## src/design/ovls_pkg.sv

```systemverilog
// ----------------------------------------------------------------------------
// Ordered value list store: shared definitions
// Field widths, command and status codes, controller states and the
// command/status bundles between the controller and the datapath.
// ----------------------------------------------------------------------------
package ovls_pkg;

  localparam int unsigned CAPACITY_DEF = 16;

  localparam int unsigned VALUE_W  = 32;
  localparam int unsigned CMD_W    = 3;
  localparam int unsigned POS_W    = 4;
  localparam int unsigned STATUS_W = 2;
  localparam int unsigned FPOS_W   = 4;
  localparam int unsigned COUNT_W  = 5;

  typedef enum logic [CMD_W-1:0] {
    CMD_APPEND     = 3'd0,
    CMD_SEARCH     = 3'd1,
    CMD_REMOVE_POS = 3'd2,
    CMD_REMOVE_EQ  = 3'd3,
    CMD_CLEAR      = 3'd4
  } cmd_t;

  typedef enum logic [STATUS_W-1:0] {
    ST_OK   = 2'd0,
    ST_FULL = 2'd1,
    ST_MISS = 2'd2
  } status_t;

  typedef enum logic [2:0] {
    S_IDLE,
    S_DECODE,
    S_SRCH_RD,
    S_SRCH_CHK,
    S_PACK_RD,
    S_PACK_WR,
    S_TAIL_RD,
    S_RESULT
  } state_t;

  // Commands from the controller to the datapath, valid for one cycle.
  typedef struct packed {
    logic    capture;
    logic    append;
    logic    clear;
    logic    set_status;
    status_t status_code;
    logic    srch_init;
    logic    srch_step;
    logic    srch_hit;
    logic    pack_init;
    logic    pack_step;
    logic    pack_finish;
    logic    rd_en;
    logic    rd_tail;
    logic    out_load;
  } ctl_cmd_t;

  // Status from the datapath back to the controller.
  typedef struct packed {
    logic [CMD_W-1:0] cmd;
    logic             full;
    logic             empty;
    logic             pos_bad;
    logic             match;
    logic             idx_zero;
    logic             idx_last;
  } dp_stat_t;

endpackage

```

## src/design/ovls_ctrl.sv

```systemverilog
// ----------------------------------------------------------------------------
// Ordered value list store: controller
// Sequences each command through decode, the entry scan or compaction loop,
// the tail read and the result strobe.
// ----------------------------------------------------------------------------
module ovls_ctrl (
  input  logic              clk,
  input  logic              rst,
  input  logic              start,
  output logic              busy,
  output logic              done,
  input  ovls_pkg::dp_stat_t dp_st,
  output ovls_pkg::ctl_cmd_t ctl
);
  import ovls_pkg::*;

  state_t state;
  state_t state_next;

  always_ff @(posedge clk) begin
    if (rst) begin
      state <= S_IDLE;
      done  <= 1'b0;
    end else begin
      state <= state_next;
      done  <= (state == S_RESULT);
    end
  end

  assign busy = (state != S_IDLE);

  always_comb begin
    state_next = state;
    ctl = '0;
    ctl.status_code = ST_OK;
    unique case (state)
      S_IDLE: begin
        if (start) begin
          ctl.capture = 1'b1;
          state_next  = S_DECODE;
        end
      end
      S_DECODE: begin
        state_next = S_TAIL_RD;
        unique case (dp_st.cmd)
          CMD_APPEND: begin
            if (dp_st.full) begin
              ctl.set_status  = 1'b1;
              ctl.status_code = ST_FULL;
            end else begin
              ctl.append = 1'b1;
            end
          end
          CMD_SEARCH: begin
            if (dp_st.empty) begin
              ctl.set_status  = 1'b1;
              ctl.status_code = ST_MISS;
            end else begin
              ctl.srch_init = 1'b1;
              state_next    = S_SRCH_RD;
            end
          end
          CMD_REMOVE_POS: begin
            if (dp_st.pos_bad) begin
              ctl.set_status  = 1'b1;
              ctl.status_code = ST_MISS;
            end else begin
              ctl.pack_init = 1'b1;
              state_next    = S_PACK_RD;
            end
          end
          CMD_REMOVE_EQ: begin
            if (dp_st.empty) begin
              ctl.set_status  = 1'b1;
              ctl.status_code = ST_MISS;
            end else begin
              ctl.pack_init = 1'b1;
              state_next    = S_PACK_RD;
            end
          end
          CMD_CLEAR: begin
            ctl.clear = 1'b1;
          end
          default: begin
          end
        endcase
      end
      S_SRCH_RD: begin
        ctl.rd_en  = 1'b1;
        state_next = S_SRCH_CHK;
      end
      S_SRCH_CHK: begin
        priority if (dp_st.match) begin
          ctl.srch_hit = 1'b1;
          state_next   = S_TAIL_RD;
        end else if (dp_st.idx_zero) begin
          ctl.set_status  = 1'b1;
          ctl.status_code = ST_MISS;
          state_next      = S_TAIL_RD;
        end else begin
          ctl.srch_step = 1'b1;
          state_next    = S_SRCH_RD;
        end
      end
      S_PACK_RD: begin
        ctl.rd_en  = 1'b1;
        state_next = S_PACK_WR;
      end
      S_PACK_WR: begin
        ctl.pack_step = 1'b1;
        if (dp_st.idx_last) begin
          ctl.pack_finish = 1'b1;
          state_next      = S_TAIL_RD;
        end else begin
          state_next = S_PACK_RD;
        end
      end
      S_TAIL_RD: begin
        ctl.rd_en   = 1'b1;
        ctl.rd_tail = 1'b1;
        state_next  = S_RESULT;
      end
      S_RESULT: begin
        ctl.out_load = 1'b1;
        state_next   = S_IDLE;
      end
      default: begin
        state_next = S_IDLE;
      end
    endcase
  end

endmodule

```

## src/design/ovls_dpath.sv

```systemverilog
// ----------------------------------------------------------------------------
// Ordered value list store: datapath
// Entry memory, count, scan and compaction pointers, command registers and
// the result registers.
// ----------------------------------------------------------------------------
module ovls_dpath #(
  parameter int unsigned CAPACITY = ovls_pkg::CAPACITY_DEF
) (
  input  logic                                 clk,
  input  logic                                 rst,
  input  logic [ovls_pkg::CMD_W-1:0]           cmd,
  input  logic signed [ovls_pkg::VALUE_W-1:0]  value,
  input  logic [ovls_pkg::POS_W-1:0]           position,
  input  ovls_pkg::ctl_cmd_t                   ctl,
  output ovls_pkg::dp_stat_t                   dp_st,
  output logic [ovls_pkg::STATUS_W-1:0]        status,
  output logic                                 found,
  output logic [ovls_pkg::FPOS_W-1:0]          found_position,
  output logic [ovls_pkg::COUNT_W-1:0]         entry_count,
  output logic signed [ovls_pkg::VALUE_W-1:0]  tail_value
);
  import ovls_pkg::*;

  localparam int unsigned AW   = $clog2(CAPACITY);
  localparam int unsigned CW   = $clog2(CAPACITY + 1);
  localparam int unsigned CMPW = (CW > POS_W) ? CW : POS_W;
  localparam int unsigned FXW  = (AW > FPOS_W) ? AW : FPOS_W;
  localparam int unsigned CXW  = (CW > COUNT_W) ? CW : COUNT_W;

  logic [VALUE_W-1:0] mem [CAPACITY];

  logic [CMD_W-1:0]   cmd_q;
  logic [VALUE_W-1:0] value_q;
  logic [POS_W-1:0]   pos_q;
  logic [CW-1:0]      count;
  logic [AW-1:0]      idx;
  logic [AW-1:0]      kept;
  logic [AW-1:0]      srch_dist;
  status_t            status_q;
  logic               found_q;
  logic [AW-1:0]      fpos_q;
  logic [VALUE_W-1:0] rd_data;

  logic [AW-1:0]      last_idx;
  logic               is_rm_pos;
  logic               match;
  logic               keep;
  logic [CW-1:0]      count_new;
  logic               we;
  logic [AW-1:0]      waddr;
  logic [VALUE_W-1:0] wdata;
  logic [AW-1:0]      raddr;
  logic [FXW-1:0]     fpos_x;
  logic [CXW-1:0]     count_x;

  assign last_idx  = AW'(count - CW'(1));
  assign is_rm_pos = (cmd_q == CMD_REMOVE_POS);
  assign match     = (rd_data == value_q);

  // Removal by position drops only the first slot it visits; after that the
  // read pointer always runs one ahead of the write pointer.
  assign keep      = is_rm_pos ? (idx != kept) : !match;
  assign count_new = CW'(kept) + CW'(keep);

  assign dp_st.cmd      = cmd_q;
  assign dp_st.full     = (count == CW'(CAPACITY));
  assign dp_st.empty    = (count == '0);
  assign dp_st.pos_bad  = (CMPW'(pos_q) >= CMPW'(count));
  assign dp_st.match    = match;
  assign dp_st.idx_zero = (idx == '0);
  assign dp_st.idx_last = (idx == last_idx);

  assign we    = ctl.append || (ctl.pack_step && keep);
  assign waddr = ctl.append ? count[AW-1:0] : kept;
  assign wdata = ctl.append ? value_q : rd_data;
  assign raddr = ctl.rd_tail ? last_idx : idx;

  always_ff @(posedge clk) begin
    if (we) begin
      mem[waddr] <= wdata;
    end
    if (ctl.rd_en) begin
      rd_data <= mem[raddr];
    end
  end

  always_ff @(posedge clk) begin
    if (rst) begin
      count <= '0;
    end else if (ctl.append) begin
      count <= count + CW'(1);
    end else if (ctl.clear) begin
      count <= '0;
    end else if (ctl.pack_finish) begin
      count <= count_new;
    end
  end

  always_ff @(posedge clk) begin
    if (ctl.capture) begin
      cmd_q    <= cmd;
      value_q  <= value;
      pos_q    <= position;
      status_q <= ST_OK;
      found_q  <= 1'b0;
      fpos_q   <= '0;
    end
    if (ctl.set_status) begin
      status_q <= ctl.status_code;
    end
    if (ctl.srch_init) begin
      idx       <= last_idx;
      srch_dist <= '0;
    end
    if (ctl.srch_step) begin
      idx       <= idx - AW'(1);
      srch_dist <= srch_dist + AW'(1);
    end
    if (ctl.srch_hit) begin
      found_q <= 1'b1;
      fpos_q  <= srch_dist;
    end
    if (ctl.pack_init) begin
      if (is_rm_pos) begin
        idx  <= last_idx - AW'(pos_q);
        kept <= last_idx - AW'(pos_q);
      end else begin
        idx  <= '0;
        kept <= '0;
      end
    end
    if (ctl.pack_step) begin
      idx <= idx + AW'(1);
      if (keep) begin
        kept <= kept + AW'(1);
      end
    end
    if (ctl.pack_finish) begin
      status_q <= (count_new == count) ? ST_MISS : ST_OK;
    end
  end

  assign fpos_x  = FXW'(fpos_q);
  assign count_x = CXW'(count);

  always_ff @(posedge clk) begin
    if (ctl.out_load) begin
      status         <= status_q;
      found          <= found_q;
      found_position <= fpos_x[FPOS_W-1:0];
      entry_count    <= count_x[COUNT_W-1:0];
      tail_value     <= (count == '0) ? '0 : rd_data;
    end
  end

endmodule

```

## src/design/ordered_value_list_store_core.sv

```systemverilog
// ----------------------------------------------------------------------------
// Ordered value list store
// Bounded list of signed 32-bit values in insertion order with append,
// search from the tail, removal by position or by value, and clear.
// ----------------------------------------------------------------------------
// A command is taken when start is high and busy is low, and exactly one
// result follows on the result ports with done high for a single cycle; the
// receiver cannot stall, so it must capture the result in that cycle. busy
// is low again in the cycle done is high. Append, clear and unused codes
// go from decode straight to the tail read and the result. A search
// reads the entries from the tail up to and including the first match.
// Either removal reads the entries from the first slot touched (the
// removed position, or the oldest entry for removal by value) through
// the tail. Each entry takes a read state and a check or write state in
// those loops because the entry memory has one registered read port and
// one write port.
module ordered_value_list_store_core #(
  parameter int unsigned CAPACITY = ovls_pkg::CAPACITY_DEF
) (
  input  logic                                 clk,
  input  logic                                 rst,
  input  logic                                 start,
  output logic                                 busy,
  input  logic [ovls_pkg::CMD_W-1:0]           cmd,
  input  logic signed [ovls_pkg::VALUE_W-1:0]  value,
  input  logic [ovls_pkg::POS_W-1:0]           position,
  output logic                                 done,
  output logic [ovls_pkg::STATUS_W-1:0]        status,
  output logic                                 found,
  output logic [ovls_pkg::FPOS_W-1:0]          found_position,
  output logic [ovls_pkg::COUNT_W-1:0]         entry_count,
  output logic signed [ovls_pkg::VALUE_W-1:0]  tail_value
);
  import ovls_pkg::*;

  ctl_cmd_t ctl;
  dp_stat_t dp_st;

  ovls_ctrl u_ctrl (
    .clk   (clk),
    .rst   (rst),
    .start (start),
    .busy  (busy),
    .done  (done),
    .dp_st (dp_st),
    .ctl   (ctl)
  );

  ovls_dpath #(
    .CAPACITY (CAPACITY)
  ) u_dpath (
    .clk            (clk),
    .rst            (rst),
    .cmd            (cmd),
    .value          (value),
    .position       (position),
    .ctl            (ctl),
    .dp_st          (dp_st),
    .status         (status),
    .found          (found),
    .found_position (found_position),
    .entry_count    (entry_count),
    .tail_value     (tail_value)
  );

endmodule
```

## config.mk

```make
export PLATFORM = sky130hd
export DESIGN_NAME = ordered_value_list_store_core
export DESIGN_NICKNAME = d
export VERILOG_FILES = /design/src/design/ovls_pkg.sv /design/src/design/ovls_ctrl.sv /design/src/design/ovls_dpath.sv /design/src/design/ordered_value_list_store_core.sv
export SDC_FILE = /design/constraint.sdc
export NUM_CORES = 1
export LEC_CHECK = 0
export BUFFER_PORTS_ARGS = -buffer_cell sky130_fd_sc_hd__buf_2
export CAP_MARGIN = 15
export CORE_UTILIZATION = 67
export DETAILED_ROUTE_END_ITERATION = 7
export PLACE_DENSITY = 0.85
export SETUP_SLACK_MARGIN = 0.05
export SYNTH_ARGS = -nofsm -noshare
export SYNTH_HDL_FRONTEND = slang
export SYNTH_SLANG_ARGS = --single-unit
export TNS_END_PERCENT = 50
```

## constraint.sdc

```tcl
create_clock -name clk -period 9.2 [get_ports clk]
set_input_delay 1.84 -clock clk [delete_from_list [all_inputs] [get_ports clk]]
set_output_delay 1.84 -clock clk [all_outputs]
set_load 0.01 [all_outputs]
```

Word-level counts from Yosys, hierarchy flattened
Memories as Yosys holds them, arrays and structs flattened. A register that Yosys moved wholly into a read port is not among the register bits.
Index checks and enable logic that the tools add are counted.

storage, ports and cells
  bits in registers = 111
  bits in writable memories = 512
  bits of input ports = 42
  output and inout bits = 46
  logic and storage cells = 121
  memories = 1

cells by class
  add/sub/neg operators = 8
  $lt $le $gt $ge = 1
  eq/ne operators = 17
  muxes and demuxes = 62
  reductions and logical operators = 15

memories
  name         depth  bits a word  rd ports  clocked after memory_dff  wr ports  line              text
  u_dpath.mem  16     32           1         1                         1         ovls_dpath.sv:30  logic [VALUE_W-1:0] mem [CAPACITY];

operator list
  kind                 count
  $mux 4               14
  $eq 32x32->1         1
  $mux 32              1
  $mux 3               9
  $pmux 3 s8           1
  $mux 1               20
  $mux 2               10
  $pmux 3 s3           2
  $eq 3x3->1 const B   5
  $mux 5               3
  $add 4x1->4 const B  3
  $eq 3x2->1 const B   4
  $reduce_bool 3->1    3
  $sub 4x1->4 const B  2
  $eq 3x1->1 const B   2
  $logic_not 3->1      2
  $pmux 3 s2           1
  $add 4x1->5          1
  $add 5x1->5 const B  1
  $eq 5x5->1           1
  $eq 5x5->1 const B   1
  $ge 4x5->1           1
  $logic_not 5->1      1
  $eq 4x4->1           1
  12 further kinds     13

Logic depth before layout (Yosys ltp)
  depth after elaboration = 8
  depth in mapped cells = 14
  mapped depth without buffers = 14

Cells and area by module
A second synthesis with hierarchy kept.

second synthesis, totals
  cells, all modules = 1333
  area total of the unflattened synthesis = 26381.6 sq um

by module, submodules not included
  module      times used  cells each  area an instance (sq um)  seq. area each (sq um)
  ovls_dpath  1           1284        25982.4                   19448.7
  ovls_ctrl   1           49          399.1                     80.1

Worst setup path after synthesis
OpenSTA, ideal clock, no wires.

  kind = register to register
  start = register u_dpath.count[0]
  end = memory u_dpath.mem[0][0], enable pin
  library setup time = 421 ps
  arrival time = 2932 ps
  required time = 8779 ps
  path slack = 5847 ps
  cell stages (with the launch flop) = 10
  path buffers = 2
  period minus slack after synthesis = 3353 ps
  path through = dfxtp_1 -> buf_4 -> inv_1 -> ha_1 -> nand3_1 -> nand3_2 -> clkbuf_1 -> nor3_1 -> a31oi_1 -> nor2_1

on the way
  cells in the longest elaborated chain, start to end = 7
  elaborated cells on any way between the ends = 8
  those cells by class = 1 x eq/ne; 6 x mux; 1 x reduce/logical

ends and longest elaborated chain
  item                          line              text
  from (decl)                   ovls_dpath.sv:35  logic [CW-1:0] count;
  from (signal assigned)        ovls_dpath.sv:91  count <= count + CW'(1);
  from (signal assigned)        ovls_dpath.sv:95  count <= count_new;
  $eq 5x5->1                    ovls_dpath.sv:66  assign dp_st.full = (count == CW'(CAPACITY));
  $mux 1                        ovls_ctrl.sv:47   if (dp_st.full) begin
  $mux 1                        ovls_ctrl.sv:45   unique case (dp_st.cmd)
  $mux 2                        ovls_ctrl.sv:36   unique case (state)
  $logic_or 1x1->1              ovls_dpath.sv:73  assign we = ctl.append || (ctl.pack_step && keep);
  $mux 1                        ovls_dpath.sv:79  if (we) begin
  $mux 1 (implied by the code)  ovls_dpath.sv:80  mem[waddr] <= wdata;
  to (decl)                     ovls_dpath.sv:30

Parallel ways exist; a longest one is shown, timed or not.

Final worst setup path
  start = register u_dpath.count[0]
  end = register u_dpath.rd_data[8] (read register of u_dpath.mem), data pin

on the way
  cells in the longest elaborated chain, start to end = 2

ends and longest elaborated chain
  item         line              text
  $sub 4x1->4  ovls_dpath.sv:56  assign last_idx = AW'(count - CW'(1));
  $mux 4       ovls_dpath.sv:76  assign raddr = ctl.rd_tail ? last_idx : idx;
  to (decl)    ovls_dpath.sv:42  logic [VALUE_W-1:0] rd_data;

No other way between the ends.
A chain may end at the register's enable or synchronous reset.

==> summary.md <==
| Metric | Value |
|---|---|
| Crit path max fanout | 74 |
| Reg area | 19530 µm² |
| Final net count | 1974 |
| Initial antenna violation count | 0 |
| Vias in the first global route | 16230 |
| Clock period minus worst slack | 4521 ps |
| All-Layer GR Usage | between 30% and 40% |
| # port buffers | 87 |
| Synthesized net count | roughly 1900 |
| Clock slew seen by the registers of the worst setup and hold paths | 60 ps |
| Maximum vdd ir drop | 162.6 µV |
| Met2 Usage GRT | between 40% and 50% |
| Largest delay share family, worst path | buffers and inverters |
| Largest net degree at the start of global routing | about 260 |
| Post-CTS setup buffers | 0 |
| Overflow after GRT | 0 |
| GR Util met3 | 7.560% |
| ANT nets after route | 0 |
| Asr flop ratio synth | 0% |
| Post-synth EDFFs | 641 |
| DR pass1 iterations | 5 |
| Post-synthesis compound-gate area fraction | 10.20% |
| Total power | between 6 and 7 mW |
| Initial Util | about two thirds |
| Count of cell types in the netlist | 63 |
| Synth Area in XOR/XNOR | 2.004% |
| Synth Area in Adders | 0.8147% |
| Fraction of layout cells with a size suffix above 1 | 12.12% |
| Routed WL | 63280 µm |
| Setup crit start kind | register |
| Max capacitance violation total | 0 |
| Die height | 202.9 µm |
| Fill cell count | 2224 |
| Later-pin clock latency in the skew report | just under 600 ps |
| GRT Max-Usage Layer | met2 |
| Ant diodes | 0 |
| Post-synthesis sequential area ratio | 72.25% |
| Row count | 73 |
| Worst path slowest cell | buf_4 |
| Die W | 202.9 µm |
| Clk sinks | 655 |
| Cell Chain, Critical Path | inv_1 -> ha_1 -> inv_1 -> mux2i_4 -> buf_4 -> buf_4 -> and2_1 -> a211oi_1 -> a211oi_1 -> a211oi_1 -> a21oi_1 |
| Core region area | 39730 µm² |
| Detail Placement HPWL | 35830 µm |
| Fin. Hold Viols | 0 |
| CP Capture Type | register |
| Min-delay worst type | register to register |
| Root Driver | clkbuf_16 |
| Clk buf depth | 3 |
| Avg Cell Area, Syn | 14.45 µm² |
| Die ar. | 41150 µm² |
| Yosys warnings | 0 |
| Design Area, Final | 29910 µm² |
| CTS Buf Count | between 60 and 70 |
| CTS tree | done |
| Multi-input logic area | 6967 µm² |
| Hold-fix buffers, CTS | 0 |
| Setup_tns | 0 ps |
| Crit path largest cell delay | 750 ps |
| First-pass GRT wire length | 94320 µm |
| Worst Path Buf+Inv | 4 |
| Mapped Area | 27030 µm² |
| H-tree depth | 3 |
| Io pins | 88 |
| Vias | ~16000 |
| Worst EP required | 9630 ps |
| Dpl cell area | 27790 µm² |
| Detailed Route Iter0 Violations | between 2000 and 2500 |
| Arr. time, crit path | between 4000 and 5000 ps |
| FF+latch count, synth | 655 |
| Slew margin rel. | 13.29% |
| Crit path kind | register to register |
| Achievable Freq | 221.2 MHz |
| Tcrit/Tclk final | 49.14% |
| Largest family of logic cells by synthesized area | compound AO/OA/AOI/OAI gates |
| DRC viols | 0 |
| Least-Margin Pin Slew | 1301 ps |
| Post-Syn Instances | 1870 |
| Post-synthesis mux area share | 2.611% |
| Slew Limit Fails | 0 |
| Pwr/cell area | 230.0 nW/µm² |
| Routed WL per cell | 25.43 µm |
| Leak Pwr | 9.798 nW |
| Setup violations, final | 0 |
| Post-Synth Simple-Gate Area | under 10% |
| RSZ-0062 raised after global routing | no |
| Vias/cell | 6.616 |
| Status | complete, no violations |
| Met1 Use GR | 42.81% |
| Area Growth Syn to Fin | 10.66% |
| CTS resizes | 0 |
| Most used cell, CP | a211oi_1 |
| Most common flop cell mapped by yosys | edfxtp_1 |
| GP Congestion | 0.8783 |
| Fin Clk Skew | 28.23 ps |
==> cells by family (layout without fill, tap and decap cells) <==
group / after synthesis / after routing
multiplexers: 69 / 69
AND/OR/NAND/NOR: 520 / 520
buffers and inverters: 146 / 239
adder cells (fa/ha/maj): 17 / 17
XOR/XNOR: 58 / 58
AO/OA/AOI/OAI: 405 / 405
flip-flops: 655 / 655
==> cell type report <==
class | count | share of cell area, %
timing repair buffer | 102 | 2.041
clock inverter | 33 | 0.9287
clock buffer | 83 | 5.982
sequential | 655 | 65.29
inverter | 21 | 0.2636
multi-input combinational | 1069 | 23.29
tap | 525 | 2.196
==> cells in the final DEF, fill, tap and decap left out, types with 5 or more instances in the layout <==
master	count
a31oi_1	68
ha_1	16
clkinv_1	8
buf_4	10
and2_1	31
nor2b_1	33
mux2i_1	65
clkbuf_16	69
nor2_1	31
xnor2_1	45
nor3_1	15
nand2_1	241
edfxtp_1	641
nor2_4	18
dfxtp_1	14
nand4_1	10
buf_12	5
nand3_1	15
xor2_1	10
a211oi_1	229
clkinv_2	15
o21ai_0	5
and2_0	101
inv_1	20
clkbuf_1	13
buf_2	87
a21oi_1	77
==> metal layers <==
metal	up-vias	part of all wire [%]
li1	7183	-
met1	8086	38
met2	1038	47
met3	154	12
met4	0	3.1
met5	-	0
==> final timing paths <==
check / startpoint / end / slack (ps) / cells past startpoint
max reg2reg: u_dpath.count[0] / u_dpath.rd_data[8] / 4680 / 11
max: u_dpath.count[0] / u_dpath.rd_data[8] / 4680 / 11
min: u_dpath.status_q[0] / u_dpath.status[0] / 420 / 0
min reg2reg: u_dpath.status_q[0] / u_dpath.status[0] / 420 / 0
==> synth_stat cells, drive strengths merged, types with 2 or more instances <==
library cell  number  area (µm²)
nor2b             33       206.5
nor2              49       191.4
o31a               4       35.03
inv               21       78.83
mux2               2       22.52
xnor2             47       437.9
dfxtp             14       280.3
o21ai              6       30.02
or4                2       15.01
mux2i             67       683.2
and2             132       825.8
buf               46       331.6
or2                4       25.03
ha                16       200.2
o211ai             2       15.01
nand3             16       85.08
edfxtp           641       19250
nand4             10       62.56
a211oi           229        1719
a21o               4       30.03
a31oi             68       425.4
nand2            241       904.6
clkbuf            79       300.3
a32oi              3       26.28
xor2              11       103.9
a21oi             79       395.4
nor4               5       46.29
o21a               2       15.01
nor3              16       91.34
or4b               2       20.02
and3               5       31.28
==> through the flow <==
step | util, % | cells | hold WS [ps] | worst slack, ps
CTS | 75.16 | 2485 | 417.4 | 4765
global placement | 69.90 | 2368 | 408.0 | 4732
global route | 75.28 | 2488 | 424.3 | 4417
finish | 75.28 | 2488 | 416.7 | 4679
floorplan | - | 1870 | 400.3 | 5847
detailed placement | 69.95 | 2369 | 404.5 | 4780
==> flip-flops by register name (all words and copies together), names as in the netlist <==
register and flops:
u_dpath.cmd_q 3, u_dpath.status 2, u_dpath.found_q 1, u_dpath.idx 4
u_ctrl.done 1, u_dpath.found_position 4, u_ctrl.state 3, u_dpath.found 1
u_dpath.count 5, u_dpath.kept 4, u_dpath.value_q 32, u_dpath.srch_dist 4
u_dpath.status_q 2, u_dpath.rd_data 32, u_dpath.entry_count 5, u_dpath.pos_q 4
u_dpath.mem 512, u_dpath.tail_value 32, u_dpath.fpos_q 4
==> power by group <==
part	switching, mW	total, mW	internal (mW)
clock network	1.10	2.59	1.49
registers	0.0757	3.53	3.45
logic	0.549	0.764	0.215
total	1.72	6.88	5.16
No activity file was read; power rests on OpenSTA's default activity.
